===== src/sv/ccnd_pkg.sv =====
package ccnd_pkg;

	// field widths
	localparam int COORD_W = 12;
	localparam int PIXEL_W = 16;
	localparam int INDEX_W = 12;
	localparam int DIM_W   = 12;

	// configuration register map
	localparam int CFG_IDX_W = 2;
	localparam logic [CFG_IDX_W-1:0] REG_IMAGE_WIDTH  = 2'd0;
	localparam logic [CFG_IDX_W-1:0] REG_IMAGE_HEIGHT = 2'd1;
	localparam logic [DIM_W-1:0]     DIM_RESET        = 12'd64;

	// default thumbnail side
	localparam int OUT_SIDE_DEF = 64;

	typedef logic [COORD_W-1:0] coord_t;
	typedef logic [PIXEL_W-1:0] pixel_t;
	typedef logic [INDEX_W-1:0] index_t;
	typedef logic [DIM_W-1:0]   dim_t;

	typedef struct packed {
		coord_t src_x;
		coord_t src_y;
		pixel_t pixel_value;
	} in_item_t;

	typedef struct packed {
		index_t dest_index;
		pixel_t dest_pixel;
	} out_item_t;

endpackage


===== src/sv/ccnd_cell.sv =====
module ccnd_cell import ccnd_pkg::*; #(
	parameter int QW = 6
) (
	input  logic          clk,
	input  logic          arst_n,
	input  dim_t          side,
	input  logic          in_vld,
	output logic          in_rdy,
	input  pixel_t        in_pix,
	input  dim_t          in_rem_x,
	input  dim_t          in_rem_y,
	input  logic [QW-1:0] in_num_x,
	input  logic [QW-1:0] in_num_y,
	input  logic [QW-1:0] in_quo_x,
	input  logic [QW-1:0] in_quo_y,
	output logic          out_vld,
	input  logic          out_rdy,
	output pixel_t        out_pix,
	output dim_t          out_rem_x,
	output dim_t          out_rem_y,
	output logic [QW-1:0] out_num_x,
	output logic [QW-1:0] out_num_y,
	output logic [QW-1:0] out_quo_x,
	output logic [QW-1:0] out_quo_y
);

	logic          vld_q;
	pixel_t        pix_q;
	dim_t          rem_x_q, rem_y_q;
	logic [QW-1:0] num_x_q, num_y_q, quo_x_q, quo_y_q;

	logic [DIM_W:0] r2_x, r2_y, side_ext;
	logic           ge_x, ge_y;
	dim_t           nrem_x, nrem_y;

	// one restoring division step per axis
	always_comb begin
		side_ext = {1'b0, side};
		r2_x     = {in_rem_x, in_num_x[QW-1]};
		r2_y     = {in_rem_y, in_num_y[QW-1]};
		ge_x     = r2_x >= side_ext;
		ge_y     = r2_y >= side_ext;
		nrem_x   = ge_x ? DIM_W'(r2_x - side_ext) : r2_x[DIM_W-1:0];
		nrem_y   = ge_y ? DIM_W'(r2_y - side_ext) : r2_y[DIM_W-1:0];
	end

	// cell can take a new item when empty or when its contents move on
	assign in_rdy = !vld_q || out_rdy;

	always_ff @(posedge clk or negedge arst_n) begin
		if (!arst_n) begin
			vld_q <= 1'b0;
		end else if (in_rdy) begin
			vld_q <= in_vld;
		end
	end

	always_ff @(posedge clk) begin
		if (in_rdy && in_vld) begin
			pix_q   <= in_pix;
			rem_x_q <= nrem_x;
			rem_y_q <= nrem_y;
			num_x_q <= {in_num_x[QW-2:0], 1'b0};
			num_y_q <= {in_num_y[QW-2:0], 1'b0};
			quo_x_q <= {in_quo_x[QW-2:0], ge_x};
			quo_y_q <= {in_quo_y[QW-2:0], ge_y};
		end
	end

	assign out_vld   = vld_q;
	assign out_pix   = pix_q;
	assign out_rem_x = rem_x_q;
	assign out_rem_y = rem_y_q;
	assign out_num_x = num_x_q;
	assign out_num_y = num_y_q;
	assign out_quo_x = quo_x_q;
	assign out_quo_y = quo_y_q;

endmodule


===== src/sv/center_crop_nearest_downscaler.sv =====
// pipeline: the crop stage loads a pixel at the accepting edge, then one division cell per
//   quotient bit, then one output register
// throughput: one pixel per cycle while out_ready does not stall the chain; each division
//   cell retires one quotient bit for both axes
// reset: image_width and image_height return to 64, pipeline and output register empty
module center_crop_nearest_downscaler import ccnd_pkg::*; #(
	parameter int OUT_SIDE = OUT_SIDE_DEF
) (
	input  logic                 clk,
	input  logic                 arst_n,
	input  logic                 cfg_valid,
	output logic                 cfg_ready,
	input  logic [CFG_IDX_W-1:0] cfg_index,
	input  dim_t                 cfg_data,
	input  logic                 in_valid,
	output logic                 in_ready,
	input  in_item_t             in_data,
	output logic                 out_valid,
	input  logic                 out_ready,
	output out_item_t            out_data
);

	localparam int QW = $clog2(OUT_SIDE);
	localparam int NW = DIM_W + QW;
	localparam int IW = 2 * QW + 1;

	// configuration registers
	dim_t width_q, height_q;

	assign cfg_ready = 1'b1;

	always_ff @(posedge clk or negedge arst_n) begin
		if (!arst_n) begin
			width_q  <= DIM_RESET;
			height_q <= DIM_RESET;
		end else if (cfg_valid && cfg_ready) begin
			unique case (cfg_index)
				REG_IMAGE_WIDTH:  width_q  <= cfg_data;
				REG_IMAGE_HEIGHT: height_q <= cfg_data;
				default: ;
			endcase
		end
	end

	// crop geometry
	dim_t           side, off_x, off_y;
	logic [DIM_W:0] end_x, end_y;
	logic           hit;
	dim_t           r_x, r_y;
	logic [NW-1:0]  n_x, n_y;

	always_comb begin
		side  = (width_q < height_q) ? width_q : height_q;
		off_x = (width_q - side) >> 1;
		off_y = (height_q - side) >> 1;
		end_x = {1'b0, off_x} + {1'b0, side};
		end_y = {1'b0, off_y} + {1'b0, side};
		hit   = (side != '0)
			&& (in_data.src_x >= off_x) && ({1'b0, in_data.src_x} < end_x)
			&& (in_data.src_y >= off_y) && ({1'b0, in_data.src_y} < end_y);
		r_x   = in_data.src_x - off_x;
		r_y   = in_data.src_y - off_y;
		n_x   = NW'(r_x) * NW'(OUT_SIDE);
		n_y   = NW'(r_y) * NW'(OUT_SIDE);
	end

	// chain links: element 0 is the crop stage, element k the output of cell k-1
	logic          vld [QW+1];
	logic          rdy [QW+1];
	pixel_t        pix [QW+1];
	dim_t          rem_x [QW+1];
	dim_t          rem_y [QW+1];
	logic [QW-1:0] num_x [QW+1];
	logic [QW-1:0] num_y [QW+1];
	logic [QW-1:0] quo_x [QW+1];
	logic [QW-1:0] quo_y [QW+1];

	// crop stage; pixels outside the crop leave no entry
	logic          s0_vld_q;
	pixel_t        pix_s1;
	dim_t          rem_x_s1, rem_y_s1;
	logic [QW-1:0] num_x_s1, num_y_s1;

	assign in_ready = !s0_vld_q || rdy[0];

	always_ff @(posedge clk or negedge arst_n) begin
		if (!arst_n) begin
			s0_vld_q <= 1'b0;
		end else if (in_ready) begin
			s0_vld_q <= in_valid && hit;
		end
	end

	always_ff @(posedge clk) begin
		if (in_ready && in_valid) begin
			pix_s1   <= in_data.pixel_value;
			rem_x_s1 <= n_x[NW-1:QW];
			rem_y_s1 <= n_y[NW-1:QW];
			num_x_s1 <= n_x[QW-1:0];
			num_y_s1 <= n_y[QW-1:0];
		end
	end

	assign vld[0]   = s0_vld_q;
	assign pix[0]   = pix_s1;
	assign rem_x[0] = rem_x_s1;
	assign rem_y[0] = rem_y_s1;
	assign num_x[0] = num_x_s1;
	assign num_y[0] = num_y_s1;
	assign quo_x[0] = '0;
	assign quo_y[0] = '0;

	// division cells, one quotient bit each
	for (genvar k = 0; k < QW; k++) begin : g_cell
		ccnd_cell #(.QW(QW)) u_cell (
			.clk       (clk),
			.arst_n    (arst_n),
			.side      (side),
			.in_vld    (vld[k]),
			.in_rdy    (rdy[k]),
			.in_pix    (pix[k]),
			.in_rem_x  (rem_x[k]),
			.in_rem_y  (rem_y[k]),
			.in_num_x  (num_x[k]),
			.in_num_y  (num_y[k]),
			.in_quo_x  (quo_x[k]),
			.in_quo_y  (quo_y[k]),
			.out_vld   (vld[k+1]),
			.out_rdy   (rdy[k+1]),
			.out_pix   (pix[k+1]),
			.out_rem_x (rem_x[k+1]),
			.out_rem_y (rem_y[k+1]),
			.out_num_x (num_x[k+1]),
			.out_num_y (num_y[k+1]),
			.out_quo_x (quo_x[k+1]),
			.out_quo_y (quo_y[k+1])
		);
	end

	// output register with thumbnail index
	logic          out_valid_q;
	out_item_t     out_data_q;
	logic [IW-1:0] idx_full;

	assign rdy[QW]  = !out_valid_q || out_ready;
	assign idx_full = IW'(quo_y[QW]) * IW'(OUT_SIDE) + IW'(quo_x[QW]);

	always_ff @(posedge clk or negedge arst_n) begin
		if (!arst_n) begin
			out_valid_q <= 1'b0;
		end else if (rdy[QW]) begin
			out_valid_q <= vld[QW];
		end
	end

	always_ff @(posedge clk) begin
		if (rdy[QW] && vld[QW]) begin
			out_data_q.dest_index <= INDEX_W'(idx_full);
			out_data_q.dest_pixel <= pix[QW];
		end
	end

	assign out_valid = out_valid_q;
	assign out_data  = out_data_q;

	// a partial remainder entering the chain stays below the crop side
	assert property (@(posedge clk) disable iff (!arst_n)
		s0_vld_q |-> (rem_x_s1 < side) && (rem_y_s1 < side))
	else $error("partial remainder not below crop side");

	// an empty crop never yields a transfer into the chain
	assert property (@(posedge clk) disable iff (!arst_n)
		(in_valid && in_ready && side == '0) |=> !s0_vld_q)
	else $error("pixel entered chain with zero crop side");

	// input stalls only when a result is held at the output
	assert property (@(posedge clk) disable iff (!arst_n)
		!in_ready |-> (out_valid && !out_ready))
	else $error("input stalled without output backpressure");

endmodule


===== config.mk =====
export PLATFORM = sky130hd
export DESIGN_NAME = center_crop_nearest_downscaler
export DESIGN_NICKNAME = d
export VERILOG_FILES = /design/src/sv/ccnd_pkg.sv /design/src/sv/ccnd_cell.sv /design/src/sv/center_crop_nearest_downscaler.sv
export SDC_FILE = /design/constraint.sdc
export NUM_CORES = 1
export LEC_CHECK = 0
export ABC_CLOCK_PERIOD_IN_PS = 9110
export BUFFER_PORTS_ARGS = -buffer_cell sky130_fd_sc_hd__buf_2
export CORE_MARGIN = 2
export CORE_UTILIZATION = 51
export DETAILED_ROUTE_END_ITERATION = 6
export HOLD_SLACK_MARGIN = 0.12
export PLACE_DENSITY = 0.67
export SYNTH_ARGS = -nofsm -noshare
export SYNTH_HDL_FRONTEND = slang
export SYNTH_HIERARCHICAL = 1
export SYNTH_SLANG_ARGS = --single-unit

===== constraint.sdc =====
create_clock -name clk -period 9.11 [get_ports clk]
set_input_delay 0.4555 -clock clk [delete_from_list [all_inputs] [get_ports clk]]
set_output_delay 0.4555 -clock clk [all_outputs]
set_load 0.02 [all_outputs]

==> results.json, run 1 <==
{
  "htree_levels": 2,
  "clock_path_buffers": 3,
  "cts_buffers": 43,
  "max_freq_mhz": 137,
  "clk_pin_slew_ns": 0.06,
  "status": "completed",
  "vias": 16200,
  "clock_latency_ns": 0.57,
  "die_area_um2": 50200,
  "start_kind": "register",
  "drv_cap": 0,
  "cts.sinks": 388,
  "end_kind": "register",
  "io_pins": 90,
  "wire_per_inst_um": 19.9,
  "synth-warning-count": 6,
  "min_path_type": "in -> reg",
  "grt-ovfl-total": 0,
  "hpwl_um": 42600,
  "num_rows": 80,
  "root_buffer": "clkbuf_16",
  "worst_r2r_path_depth": 24,
  "hold_slack_ns": 0.154,
  "synth_area_per_cell_um2": 12.1,
  "min_from": "cfg_data[8]",
  "worstMarginPinSlew_ns": 1.26,
  "cts_setup_buffers": 0,
  "drtIter0Drc": 1167,
  "grt_pass1_vias": 16400,
  "timing.rr.end": "s0_vld_q",
  "initial_core_util_pct": 51.8,
  "finalSetupViolCount": 0,
  "p_per_area_nw_per_um2": 440,
  "grt_use_total_pct": 22.9,
  "port_buffers": 88,
  "holdPathEnd": "width_q[8]",
  "drive_gt1_share_pct": 19.8,
  "postCtsResizedCells": 0,
  "peakVddDrop_mv": 0.229,
  "drv_slew": 0,
  "critPathRequiredTime_ns": 9.54,
  "rrSetupSlack_ns": 1.79,
  "holdBufCountCts": 24,
  "fill_cells": 3915,
  "critical_path_class": "reg -> reg",
  "syn_inst": 2043,
  "path_max_fanout": 32,
  "dp_slack_ns": 1.93,
  "final_hold_viol_count": 0,
  "hold_depth": 2,
  "postRouteAntennaNets": 0,
  "antenna_found_initial": 0,
  "layout_setup_ws_ns": 1.79,
  "diodes": 0,
  "synth_area_um2": 24700,
  "nets": 2493,
  "grt_first_pass_wirelength_um": 88900,
  "drtPass1Iterations": 5,
  "grt_max_degree": 53,
  "rsz0062_at_grt": "false",
  "drc": 0,
  "setup_tns_ns": 0,
  "viasPerCell": 5.70,
  "fin_worst_skew_ns": 0.0210,
  "chipWidth_um": 224,
  "relSlewSlack_pct": 15.9,
  "die_h_um": 224,
  "coreArea_um2": 47700,
  "period_needed_ns": 7.32,
  "p_leak_nw": 11.0,
  "place.gp.congestion": 0.911,
  "wl_um": 56600,
  "r2r_start": "height_q[2]",
  "cts_tree": "yes",
  "syn_to_final_growth_pct": 11.6,
  "final.period_utilization_pct": 80.3,
  "worstPathArrival_ns": 7.75
}
## worst max-delay path, stage by stage (launching register included)
cell and delay, ns:
dfrtp_1 0.71, inv_1 0.22, ha_1 0.32, nor3_1 0.38, o31ai_4 0.16, a21oi_4 0.72, buf_4 0.39, nor2_1 0.08
or3_1 0.38, ha_1 0.32, a21oi_1 0.19, o31ai_1 0.10, a221o_1 0.34, o21ai_0 0.25, a21boi_1 0.10, o21ai_0 0.22
nor4b_1 0.56, o31ai_1 0.25, a21o_1 0.20, ha_1 0.29, nand4_1 0.08, o21ai_0 0.19, a31oi_1 0.11, a221oi_1 0.48
o41ai_2 0.11
## stage by stage
| stage | area (um2) | util (%) | instances | power [W] |
|---|---|---|---|---|
| after floorplan | 24800 | - | 2054 | 0.00877 |
| after global placement | 25900 | 54.2 | 2741 | 0.0101 |
| after detailed placement | 25900 | 54.2 | 2741 | 0.0103 |
| after CTS | 27600 | 57.8 | 2845 | 0.0122 |
| after global routing | 27600 | 57.8 | 2845 | 0.0131 |
| final | 27600 | 57.8 | 2845 | 0.0121 |
## how the worst max path moves through the flow
stage                 from       end  slack, ns
2_1_floorplan  height_q[5]  s0_vld_q       2.45
3_3_place_gp   height_q[2]  s0_vld_q       2.23
3_5_place_dp   height_q[2]  s0_vld_q       1.93
4_1_cts        height_q[2]  s0_vld_q       1.91
5_1_grt        height_q[2]  s0_vld_q       1.15
6_report       height_q[2]  s0_vld_q       1.79
## final cells by class
cell class | count | area (um2) | area share, %
multi-input combinational | 1469 | 12400 | 45.1
sequential | 388 | 11500 | 41.7
clock buffer | 50 | 1140 | 4.15
timing repair buffer | 129 | 808 | 2.93
tap | 615 | 769 | 2.79
inverter | 164 | 616 | 2.23
clock inverter | 30 | 324 | 1.17
## layer usage
layer	part of all wire (%)	routed length [um]	track usage, %	vias to the layer above
li1	-	-	-	7896
met1	42	23900	29.0	7837
met2	49	27900	39.7	402
met3	5.0	2850	3.46	85
met4	3.4	1940	8.28	0
met5	0	0	0	-
## state kept, by name, summed over array words and instances, names as in the netlist, 16 cells and up
register                 flops
g_cell.u_cell/out_pix       96
g_cell.u_cell/out_quo_x     21
g_cell.u_cell/out_quo_y     21
g_cell.u_cell/out_rem_x     60
g_cell.u_cell/out_rem_y     60
out_data                    28
pix_s1                      16
## where the power goes
group          internal, W  switching (W)  total (W)
clock              0.00107       0.000707    0.00178
combinational      0.00350        0.00406    0.00756
sequential         0.00260       0.000195    0.00279
total              0.00717        0.00496     0.0121
## cell usage in the layout (no fill, tap or decap), types with 30 or more instances in the layout
| master | count |
|---|---|
| nor2_1 | 147 |
| a21oi_2 | 49 |
| nand3_1 | 50 |
| o21ai_0 | 64 |
| nor2b_1 | 34 |
| nand2_1 | 90 |
| mux2_4 | 70 |
| a21oi_1 | 92 |
| xor2_1 | 44 |
| mux2_2 | 53 |
| inv_1 | 164 |
| dfrtp_1 | 30 |
| xnor2_1 | 100 |
| buf_2 | 88 |
| clkbuf_16 | 44 |
| a21o_1 | 52 |
| nand2b_1 | 34 |
| ha_1 | 226 |
| edfxtp_1 | 356 |
(Power assumes the default switching activity.)
==> run 2, diff against run 1 <==
ABC_AREA = 1   (was not set)
ABC_CLOCK_PERIOD_IN_PS = 7080   (was 9110)
clock period = 7.08 ns   (was 9.11 ns; I/O delays follow)
==> run 2 against run 1 <==
Count of clock-buffer cells in the layout is the same. Maximum frequency grew 19%. Synthesized cell count grew 53%. Register-to-register slack lost 0.86 ns. Clock skew grew 0.013 ns. Global-route usage grew 2.2 points. Highest routed layer is now met5. Sequential power grew 28%. Largest power group unchanged. Non-clock buffer count grew 4. Critical path type unchanged.
==> results.json, run 2 <==
{
  "p_leak_nw": 14.4,
  "relSlewSlack_pct": 10.9,
  "grt-ovfl-total": 0,
  "critPathRequiredTime_ns": 7.53,
  "syn_to_final_growth_pct": 10.9,
  "die_area_um2": 55300,
  "p_total_w": 0.0152,
  "min_from": "in_data[39]",
  "hold_depth": 2,
  "drive_gt1_share_pct": 14.1,
  "grt_first_pass_wirelength_um": 109000,
  "final_cell_mix": "nand2_1 (873), inv_1 (560), edfxtp_1 (356)",
  "fill_cells": 4805,
  "synth_area_um2": 27200,
  "worstMarginPinSlew_ns": 1.34,
  "peakVddDrop_mv": 0.293,
  "htree_levels": 2,
  "root_buffer": "clkbuf_16",
  "finalSetupViolCount": 0,
  "period_needed_ns": 6.15,
  "io_pins": 90,
  "rsz0062_at_grt": "false",
  "layout_commonest_cell": "nand2_1",
  "holdPathEnd": "rem_x_s1[11]",
  "final.period_utilization_pct": 86.8,
  "drtPass1Iterations": 6,
  "timing.rr.end": "s0_vld_q",
  "setup_tns_ns": 0,
  "stdcell_area_um2": 30200,
  "drv_slew": 0,
  "die_h_um": 235,
  "clock_path_buffers": 3,
  "drv_cap": 0,
  "worstPathArrival_ns": 6.60,
  "status": "completed",
  "crit_top_cell": "nand2_1",
  "synth_area_per_cell_um2": 8.73,
  "cts.sinks": 388,
  "grt_max_degree": 53,
  "syn_inst": 3122,
  "synth-warning-count": 6,
  "place_area_um2": 28500,
  "worst_path_max_delay_cell": "dfstp_2",
  "place.gp.congestion": 0.957,
  "port_buffers": 88,
  "slowest_delay_ns": 0.56,
  "antenna_found_initial": 3,
  "grt_use_total_pct": 25.1,
  "drtIter0Drc": 1181,
  "initial_core_util_pct": 51.8,
  "coreArea_um2": 52700,
  "end_kind": "register",
  "r2r_start": "height_q[6]",
  "final_hold_viol_count": 0,
  "postRouteAntennaNets": 0,
  "start_kind": "register",
  "min_path_type": "in -> reg",
  "largest_reg_flops": 96,
  "viasPerCell": 5.18,
  "cts_buffers": 44,
  "chipWidth_um": 235,
  "hpwl_um": 53000,
  "rrSetupSlack_ns": 0.93,
  "nets": 3588,
  "drc": 0,
  "clk_pin_slew_ns": 0.06,
  "critical_path_class": "reg -> reg",
  "vias": 20800,
  "max_freq_mhz": 163,
  "wire_per_inst_um": 17.3,
  "clock_latency_ns": 0.59,
  "fin_worst_skew_ns": 0.0342,
  "wl_um": 69300,
  "cts_setup_buffers": 0,
  "cts_tree": "yes",
  "grt_pass1_vias": 20500,
  "worst_r2r_path_depth": 37,
  "path_max_fanout": 37,
  "num_rows": 84,
  "p_per_area_nw_per_um2": 503,
  "final_core_util_pct": 57.4
}
run 2: final cells by class:
type / instances / area [um2] / area share, %
Multi-Input combinational cell: 2137 / 13400 / 44.2
Inverter: 586 / 2200 / 7.28
Clock inverter: 28 / 327 / 1.08
Antenna cell: 2 / 5.00 / 0.0166
Clock buffer: 50 / 1120 / 3.72
Timing Repair Buffer: 133 / 853 / 2.82
Tap cell: 688 / 861 / 2.85
Sequential cell: 388 / 11500 / 38.0
run 2: layer usage:
metal  global-route usage [%]  vias to the layer above  share of wire (%)
li1                         -                    10600                  -
met1                     32.5                     9619                 44
met2                     43.1                      471                 48
met3                     3.19                      124                4.4
met4                     9.19                        2                3.5
met5                        0                        -              0.020
run 2: power breakdown:
group	leakage, nW	internal [W]	total (W)	switching [W]
sequential	3.68	0.00330	0.00357	0.000264
combinational	10.0	0.00326	0.00936	0.00609
clock	0.689	0.00133	0.00228	0.000948
run 2: critical path, delay by kind of cell (launching register included):
family	cells	cell delay (ns)
simple gates	18	2.22
fa+ha+maj	4	1.13
compound gates	7	1.02
buf+inv	6	0.69
flops	1	0.56
xor+xnor	2	0.43
run 2: repair_timing:
| action | CTS | global route |
|---|---|---|
| hold endpoints to repair | 71 | 0 |
| endpoints found under the setup margin | 0 | 0 |
| resized for setup | 0 | 0 |
| hold buffers | 30 | 0 |
run 2: worst max-delay path by stage:
stage / from / endpoint / slack (ns) / cells past startpoint
floorplan: height_q[6] / s0_vld_q / 1.78 / 33
global placement: height_q[6] / s0_vld_q / 1.18 / 37
detailed placement: height_q[6] / s0_vld_q / 1.03 / 37
CTS: height_q[6] / s0_vld_q / 1.0 / 37
global route: height_q[11] / s0_vld_q / 0.55 / 37
finish: height_q[6] / s0_vld_q / 0.93 / 37
run 2: through the flow:
stage | cells | setup slack, ns | hold slack (ns)
after CTS | 4010 | 0.999 | 0.122
final | 4012 | 0.935 | 0.146
after global routing | 4010 | 0.553 | 0.149
after floorplan | 3133 | 1.78 | 0.0584
after global placement | 3902 | 1.18 | 0.400
after detailed placement | 3902 | 1.03 | 0.405
==> run 3, diff against run 2 <==
MAX_ROUTING_LAYER = met4   (was not set)
==> run 3 against run 2 <==
Critical path depth is the same. Maximum frequency shrank 0.27%. Critical endpoint unchanged. Sequential share of layout area down 0.11 points. Cell count up 0.12%. Critical path type unchanged. Power grew 0.56%. Sequential power hardly changed. Clock power up 3%. Count of clock-buffer cells in the layout fell by 3. Global-route usage up 1.2 points.
==> results.json, run 3 (same netlist as run 2, synthesis figures left out) <==
{
  "critical_path_class": "reg -> reg",
  "drv_slew": 0,
  "htree_levels": 2,
  "end_kind": "register",
  "cts_tree": "yes",
  "p_per_area_nw_per_um2": 504,
  "drv_cap": 0,
  "initial_core_util_pct": 51.8,
  "rsz0062_at_grt": "false",
  "grt_util_met1_pct": 33.4,
  "p_clk_share_pct": 15.4,
  "hpwl_um": 54000,
  "worstPathArrival_ns": 6.63,
  "setup_tns_ns": 0,
  "drtIter0Drc": 1472,
  "period_needed_ns": 6.16,
  "timing.rr.end": "s0_vld_q",
  "relSlewSlack_pct": 27.5,
  "final_core_util_pct": 57.6,
  "drive_gt1_share_pct": 14.4,
  "slowest_delay_ns": 0.56,
  "endpoint": "s0_vld_q",
  "clock_latency_ns": 0.59,
  "worst_path_max_delay_cell": "dfstp_2",
  "worstMarginPinSlew_ns": 1.08,
  "startpoint": "height_q[6]",
  "num_rows": 84,
  "grt-ovfl-total": 0,
  "drtPass1Iterations": 7,
  "grt.met3_usage_pct": 3.03,
  "peakVddDrop_mv": 0.274,
  "final_hold_viol_count": 0,
  "p_switching_w": 0.00734,
  "p_leak_nw": 14.4,
  "chipWidth_um": 235,
  "vias": 21000,
  "grt_first_pass_wirelength_um": 111000,
  "port_buffers": 88,
  "grt_max_degree": 53,
  "io_pins": 90,
  "grt_use_total_pct": 26.3,
  "status": "completed",
  "multi_input_area_um2": 13400,
  "grt_pass1_vias": 20500,
  "die_area_um2": 55300,
  "cts_buffers": 44,
  "layout_commonest_cell": "nand2_1",
  "wire_per_inst_um": 17.5,
  "rrSetupSlack_ns": 0.92,
  "finalSetupViolCount": 0,
  "nets": 3591,
  "die_h_um": 235,
  "drc": 0,
  "top_usage_layer": "met2",
  "wl_um": 70300,
  "coreArea_um2": 52700,
  "postRouteAntennaNets": 0,
  "syn_to_final_growth_pct": 11.3,
  "fin_worst_skew_ns": 0.0169,
  "largest_reg_flops": 96,
  "path_max_fanout": 37,
  "critPathRequiredTime_ns": 7.55,
  "p_comb_share_pct": 61.3,
  "viasPerCell": 5.23,
  "p_int_w": 0.00795,
  "root_buffer": "clkbuf_16",
  "p_seq_share_pct": 23.4,
  "place.gp.congestion": 0.962,
  "start_kind": "register",
  "fill_cells": 4727,
  "use_met2_pct": 45.0,
  "cts.sinks": 388,
  "min_path_type": "in -> reg",
  "final.period_utilization_pct": 87.0,
  "clk_pin_slew_ns": 0.07,
  "max_freq_mhz": 162,
  "r2r_start": "height_q[6]",
  "crit_top_cell": "nand2_1",
  "final_cell_mix": "nand2_1 (873), inv_1 (560), edfxtp_1 (356)",
  "antenna_found_initial": 4,
  "swShare_pct": 48.0,
  "ff_latch_area_um2": 11500,
  "worst_r2r_path_depth": 37,
  "clock_path_buffers": 3
}
==> run 3: changes by cell type in the layout (fill, tap and decap cells not counted), sizes merged <==
cell      before  now
diode          2    4
inv          587  589
bufinv         5    6
buf          103  106
clkbuf        50   47
clkinvlp       5    9
clkinv        17   13
==> run 3: final cells by class <==
| cell class | count | share of cell area [%] |
|---|---|---|
| clock inverter | 31 | 1.32 |
| antenna | 4 | 0.0330 |
| tap | 688 | 2.84 |
| timing repair buffer | 136 | 2.89 |
| clock buffer | 47 | 3.67 |
| multi-input combinational | 2137 | 44.1 |
| sequential | 388 | 37.9 |
| inverter | 586 | 7.26 |
==> run 3: layer usage <==
| layer | wire (um) | up-vias | part of all wire, % |
|---|---|---|---|
| met5 | 0 | - | 0 |
| met4 | 1560 | 0 | 2.2 |
| met3 | 2910 | 90 | 4.1 |
| met2 | 34500 | 474 | 49 |
| met1 | 31300 | 9842 | 45 |
| li1 | - | 10600 | - |
==> run 3: metrics by stage <==
| stage | hold WS, ns | worst slack, ns | instances | area (um2) | power (W) |
|---|---|---|---|---|---|
| 4_1_cts | 0.136 | 0.964 | 4013 | 30300 | 0.0154 |
| 3_5_place_dp | 0.405 | 0.988 | 3905 | 28500 | 0.0129 |
| 2_1_floorplan | 0.0584 | 1.78 | 3133 | 27300 | 0.0107 |
| 3_3_place_gp | 0.400 | 1.14 | 3905 | 28500 | 0.0128 |
| 6_report | 0.167 | 0.918 | 4017 | 30300 | 0.0153 |
| 5_1_grt | 0.141 | 0.430 | 4017 | 30300 | 0.0167 |
==> run 3: worst min-delay path by stage <==
stage / from / to / slack (ns) / depth (start not counted)
floorplan: arst_n / g_cell[0].u_cell/out_vld / 0.06 / 0
global placement: g_cell[4].u_cell/out_pix[11] / g_cell[5].u_cell/out_pix[11] / 0.40 / 0
detailed placement: g_cell[0].u_cell/out_pix[11] / g_cell[1].u_cell/out_pix[11] / 0.40 / 0
CTS: in_data[39] / rem_x_s1[11] / 0.14 / 2
global route: in_data[39] / rem_x_s1[11] / 0.14 / 2
finish: in_data[39] / rem_x_s1[11] / 0.17 / 2
==> run 3: critical path, delay by kind of cell, from the launching register on <==
family	cells	cell delay (ns)
AND/OR/NAND/NOR	18	2.18
adder cells (fa/ha/maj)	4	1.13
AO/OA/AOI/OAI	7	1.09
buffers and inverters	6	0.67
flip-flops	1	0.56
XOR/XNOR	2	0.42
==> run 3: what timing repair did <==
action / 4_1_cts / 5_1_grt
setup buffers: 0 / 0
endpoints found under the hold margin: 71 / 0
gates resized for setup: 0 / 0
hold buffers: 30 / 0
endpoints found under the setup margin: 0 / 0
==> run 3: power groups by stage <==
| stage | Clock (W) | Combinational, W | Sequential, W |
|---|---|---|---|
| 2_1_floorplan | 0 | 0.00719 | 0.00352 |
| 3_3_place_gp | 0 | 0.00918 | 0.00360 |
| 3_5_place_dp | 0 | 0.00931 | 0.00361 |
| 4_1_cts | 0.00241 | 0.00939 | 0.00357 |
| 5_1_grt | 0.00251 | 0.0106 | 0.00360 |
| 6_report | 0.00235 | 0.00937 | 0.00357 |
